## config.mk

```make
export PLATFORM = sky130hd
export DESIGN_NAME = fshm_front
export DESIGN_NICKNAME = d
export VERILOG_FILES = /design/src/hdl/fshm_pkg.sv /design/src/hdl/fshm_front.sv
export SDC_FILE = /design/constraint.sdc
export NUM_CORES = 1
export LEC_CHECK = 0
export BUFFER_PORTS_ARGS = -buffer_cell sky130_fd_sc_hd__buf_2
export CAP_MARGIN = 25
export CORE_ASPECT_RATIO = 0.9
export CORE_MARGIN = 3
export CORE_UTILIZATION = 60
export DETAILED_ROUTE_END_ITERATION = 7
export HOLD_SLACK_MARGIN = 0.08
export PLACE_DENSITY = 0.84
export SLEW_MARGIN = 10
export SYNTH_ARGS = -nofsm -noshare
export SYNTH_HDL_FRONTEND = slang
export SYNTH_SLANG_ARGS = --single-unit
export TNS_END_PERCENT = 100
```

## constraint.sdc

```tcl
create_clock -name clk -period 4 [get_ports clk]
set_input_delay 0.8 -clock clk [delete_from_list [all_inputs] [get_ports clk]]
set_output_delay 0.8 -clock clk [all_outputs]
set_load 0.005 [all_outputs]
```

## src/hdl/fshm_pkg.sv

```systemverilog
// Package for the frame stream health monitor: transfer structures, register
// indexes, reset values and widths shared by the front, back and top level.
// No dependencies.
package fshm_pkg;

  // Width of the frame counter and the time base.
  localparam int unsigned CNT_W = 32;
  localparam logic [CNT_W-1:0] CNT_MAX = '1;

  // Width of the expected rate and of the Q0.8 fractions.
  localparam int unsigned RATE_W = 25;
  localparam int unsigned FRAC_W = 8;

  // Widths of the two products formed when a window is judged.
  localparam int unsigned PROD_W = CNT_W + RATE_W;
  localparam int unsigned SCALED_W = PROD_W + FRAC_W + 1;

  // Default depth of the queue between front and back.
  localparam int unsigned QUEUE_DEPTH_DEF = 4;

  // Item type codes.
  localparam logic REQ_FRAME = 1'b0;
  localparam logic REQ_TICK  = 1'b1;

  // Configuration register indexes.
  localparam int unsigned CFG_IDX_W = 3;
  typedef enum logic [CFG_IDX_W-1:0] {
    CFG_WINDOW_LENGTH  = 3'd0,
    CFG_BLACKOUT_LIMIT = 3'd1,
    CFG_EXPECTED_RATE  = 3'd2,
    CFG_WARN_FRACTION  = 3'd3,
    CFG_CLEAR_FRACTION = 3'd4
  } cfg_index_t;

  // Register reset values.
  localparam logic [CNT_W-1:0]  WINDOW_LENGTH_RST  = 32'd1000000;
  localparam logic [CNT_W-1:0]  BLACKOUT_LIMIT_RST = 32'd20000;
  localparam logic [RATE_W-1:0] EXPECTED_RATE_RST  = 25'd3355;
  localparam logic [FRAC_W-1:0] WARN_FRACTION_RST  = 8'd128;
  localparam logic [FRAC_W-1:0] CLEAR_FRACTION_RST = 8'd154;

  // Input item.
  typedef struct packed {
    logic             req_type;
    logic [CNT_W-1:0] frame_seq;
  } in_item_t;

  // Result item.
  typedef struct packed {
    logic             window_closed;
    logic             report_valid;
    logic             degraded;
    logic             blackout;
    logic             blackout_began;
    logic             blackout_ended;
    logic [CNT_W-1:0] frames_counted;
    logic [CNT_W-1:0] advance_total;
    logic [CNT_W-1:0] largest_gap;
    logic [CNT_W-1:0] window_elapsed;
    logic [CNT_W-1:0] silent_ticks;
  } out_item_t;

  // Configuration register set.
  typedef struct packed {
    logic [CNT_W-1:0]  window_length;
    logic [CNT_W-1:0]  blackout_limit;
    logic [RATE_W-1:0] expected_rate;
    logic [FRAC_W-1:0] warn_fraction;
    logic [FRAC_W-1:0] clear_fraction;
  } cfg_t;

  // Classified command held in the queue.
  typedef struct packed {
    logic             is_tick;
    logic [CNT_W-1:0] frame_seq;
  } cmd_t;

  // Saturating add of two counter values.
  function automatic logic [CNT_W-1:0] sat_add(input logic [CNT_W-1:0] a,
                                               input logic [CNT_W-1:0] b);
    logic [CNT_W:0] s;
    s = {1'b0, a} + {1'b0, b};
    return s[CNT_W] ? CNT_MAX : s[CNT_W-1:0];
  endfunction

endpackage

```

## src/hdl/fshm_front.sv

```systemverilog
// Front part of the frame stream health monitor: accepts input items,
// classifies them and holds them in a short queue for the back part.
// Depends on fshm_pkg.
module fshm_front
  import fshm_pkg::*;
#(
  parameter int unsigned DEPTH = QUEUE_DEPTH_DEF
) (
  input  logic     clk,
  input  logic     rst,
  input  logic     in_valid,
  output logic     in_stall,
  input  in_item_t in_data,
  output logic     q_valid,
  output cmd_t     q_cmd,
  input  logic     q_pop
);

  localparam int unsigned PTR_W = (DEPTH > 1) ? $clog2(DEPTH) : 1;
  localparam int unsigned FILL_W = $clog2(DEPTH + 1);

  cmd_t             entries [DEPTH];
  logic [PTR_W-1:0] wr_ptr;
  logic [PTR_W-1:0] rd_ptr;
  logic [FILL_W-1:0] fill;
  logic             push;
  cmd_t             cmd_in;

  function automatic logic [PTR_W-1:0] ptr_inc(input logic [PTR_W-1:0] p);
    return (p == PTR_W'(DEPTH - 1)) ? '0 : p + PTR_W'(1);
  endfunction

  // Classify the item; frame counters of ticks carry no meaning.
  always_comb begin
    cmd_in.is_tick   = (in_data.req_type == REQ_TICK);
    cmd_in.frame_seq = cmd_in.is_tick ? '0 : in_data.frame_seq;
  end

  assign in_stall = (fill == FILL_W'(DEPTH));
  assign push     = in_valid && !in_stall;
  assign q_valid  = (fill != '0);
  assign q_cmd    = entries[rd_ptr];

  // Queue storage.
  always_ff @(posedge clk) begin
    if (push) begin
      entries[wr_ptr] <= cmd_in;
    end
  end

  // Queue pointers and fill level.
  always_ff @(posedge clk) begin
    if (rst) begin
      wr_ptr <= '0;
      rd_ptr <= '0;
      fill   <= '0;
    end else begin
      if (push) begin
        wr_ptr <= ptr_inc(wr_ptr);
      end
      if (q_pop) begin
        rd_ptr <= ptr_inc(rd_ptr);
      end
      if (push && !q_pop) begin
        fill <= fill + FILL_W'(1);
      end else if (!push && q_pop) begin
        fill <= fill - FILL_W'(1);
      end
    end
  end

`ifndef SYNTHESIS
  // The back part never takes from an empty queue.
  a_pop_nonempty: assert property (@(posedge clk) disable iff (rst)
    q_pop |-> fill != '0)
    else $error("queue popped while empty");

  // The fill level follows pushes and pops.
  a_fill_track: assert property (@(posedge clk) disable iff (rst)
    !$past(rst) && push && !q_pop |=> fill == $past(fill) + FILL_W'(1))
    else $error("queue fill level lost a transfer");

  // The fill level never exceeds the depth.
  a_fill_bound: assert property (@(posedge clk) disable iff (rst)
    fill <= FILL_W'(DEPTH))
    else $error("queue overfilled");
`endif

endmodule

```

==> summary.txt <==
Floorplan
  • Core Region: 8730 um2
  • Die Area: 10300 um2
  • Die height: 96.7 um
  • Starting Density: 62.8%
  • # rows: 32
  • Die Wd: 107 um
  • Total I/O pin count: 72

Critical path
  • Critical Path RT: 3.20 ns
  • Critical path peak fanout: 13
  • CP Cell Sequence: buf_4 -> mux4_2 -> buf_2
  • Worst Setup Start Kind: flip-flop
  • Critical Path End Type: output pin
  • Crit Path Category: flip-flop to output pin
  • WP data arrival: 2.19 ns
  • CP delay by family, top: flip-flops
  • Worst stage delay on the critical path: 0.61 ns
  • WP buf/inv: 2
  • CP max stage cell: dfxtp_2

Yosys
  • Area share of the leading cell type in the synthesized netlist: 72.3%
  • Syn Area/Cell: 21.2 um2
  • Yosys warns: 0
  • Synth top area cells: edfxtp_1 (72%), mux4_2 (14%), nor2b_1 (3.7%), dfxtp_1 (3.3%), ha_1 (1.4%)
  • Yosys top cell by area: edfxtp_1
  • Syn Nets: 302
  • Post-Synthesis Cells: 258
  • Synth unique cells: 26
  • Seq/Total Area, Yosys: 75.6%
  • Mapped cell area: 5480 um2
  • Synthesis-stage register bit count: 141

Placement
  • Final GP Congestion: 0.693
  • I/O Buffers: 71
  • HPWL Detailed: 5300 um

Global routing
  • Grt total ovfl: 0
  • Largest net degree at the start of global routing: 37
  • Initial antenna violation count: 0
  • GRT Total Usage: 21.0%
  • Vias in the first global route: 2873
  • First-pass GRT wire length: 15900 um

STA
  • Slew @ Worst Pin: 0.932 ns
  • Setup TNS: 0 ns
  • Final worst-path cycle share: 74.7%
  • Final max-slew violation count: 0
  • RSZ-0062 raised after global routing: false
  • Fin crit period: 2.99 ns
  • Fmax: 335 MHz
  • Fin Clk Skew: 0.00845 ns
  • Slew HR: 37.9%
  • Final setup viols: 0
  • Hold Violations, Final: 0

Power
  • VDD IR max: 0.490 mV
  • Leakage: 0.00228 uW
  • Pwr dens: 573 nW/um2

Detailed routing
  • Top Layer Used: met4
  • DR vias/cell: 5.67
  • Post-Route WL: 9890 um
  • WL met2: 5210 um
  • Routed len/inst: 21.1 um
  • Detailed Route Iter0 Violations: 135
  • Antenna Nets Post-Route: 0
  • Wl on met1: 3900 um
  • # DRC: 0
  • DR vias: 2659
  • Initial DRT Pass Iterations: 5
  • WL met3: 611 um

Cells and area
  • Most common library cell in the layout ignoring fill and taps: edfxtp_1
  • Post-Route Utilization: 74.2%
  • Final #Nets: 381
  • Layout cells sized above 1: 42.0%
  • Area growth, synth to finish: 18.2%
  • Commonest cells after routing, fill and taps aside: edfxtp_1 (132), buf_2 (71), mux4_2 (33)
  • Antenna cell count: 0

Clock tree
  • TritonCTS Buffers: 17
  • Gates resized, CTS repair: 0
  • Cts hold-fix bufs: 0
  • Clock Tree Buf Depth: 2
  • Htree depth: 4
  • Clock slew at reported path FFs: 0.06 ns
  • CTS tree: built
  • Worst-Skew Late Latency: 0.52 ns
  • Setup bufs post-CTS: 0
  • CTS root buf: clkbuf_8
  • Clock sink count: 141

Run
  • Max_cap viols: 0

Run status
  • Status: finished clean

Min path
  • Hold Path Class: flip-flop to flip-flop
worst reg2reg max path, stage by stage (launching register included):
cell and delay (ns):
dfxtp_1 0.40, or3b_1 0.30, clkinv_4 0.09, nor2_2 0.12, ha_1 0.21, inv_1 0.07
fa_1 0.40, xor2_1 0.18, or3_1 0.32, a21oi_1 0.18
cell type report:
| class | count | area, um2 |
|---|---|---|
| tap | 119 | 149 |
| clock inverter | 14 | 140 |
| inverter | 6 | 41.3 |
| sequential | 141 | 4150 |
| fill | 546 | 2250 |
| multi-input combinational | 98 | 1210 |
| timing repair buffer | 73 | 370 |
| clock buffer | 18 | 418 |
path summary, 6_finish.rpt:
kind / to / slack [ns] / start / cells after the start
worst max-delay path: q_cmd[13] / 1.01 / flip-flop / 3
worst min-delay path: wr_ptr[1] / 0.53 / wr_ptr[1] / 2
worst max register to register: fill[2] / 1.66 / fill[0] / 9
worst min register to register: wr_ptr[1] / 0.53 / wr_ptr[1] / 2
power by group:
group          leakage, uW  switching [uW]  internal, uW
registers          0.00131            59.8          1780
logic             0.000712             222           205
clock network     0.000262             616           834
cells in the mapped netlist:
master and instances:
edfxtp_1 132, mux4_2 33, nor2b_1 32, dfxtp_1 9
ha_1 6, buf_6 5, clkbuf_1 5, and3_1 4
inv_1 4, nor2_1 4, a21oi_1 3, buf_2 3
mux2i_1 2, nand3_1 2, or3_1 2, xor2_1 2
bufinv_8 1, clkinv_4 1, fa_1 1, nor2_2 1
nor3_1 1, nor3b_1 1, o21ai_0 1, o21ai_1 1
o31ai_2 1, or3b_1 1
routing by layer:
metal / vias up / global-route usage (%)
met2: 97 / 33.5
met1: 1357 / 27.2
li1: 1190 / -
met5: - / 0
met4: 0 / 7.96
met3: 15 / 6.74
sequential cells by signal, summed over array words and instances, names as in the netlist, named ones only:
name	count
entries	132
wr_ptr	2
rd_ptr	2
fill	3
stage by stage:
stage                     std cells  setup WS [ns]  area (um2)  hold WS [ns]  total power (uW)
after floorplan                 258           1.68        5480         0.461              2120
after global placement          437           1.49        5920         0.480              2270
after detailed placement        437           1.40        5920         0.495              2290
after CTS                       469          0.932        6470         0.528              3740
after global routing            469          0.846        6470         0.557              3850
final                           469           1.01        6470         0.531              3710
logic make-up after synthesis:
family | share of synthesized area (%)
AO/OA/AOI/OAI | 0.685
AND/OR/NAND/NOR | 5.30
multiplexers | 13.9
buffers and inverters | 2.40
adder cells (fa/ha/maj) | 1.74
flip-flops | 75.6
XOR/XNOR | 0.320
No activity file was read; power rests on OpenSTA's default activity.
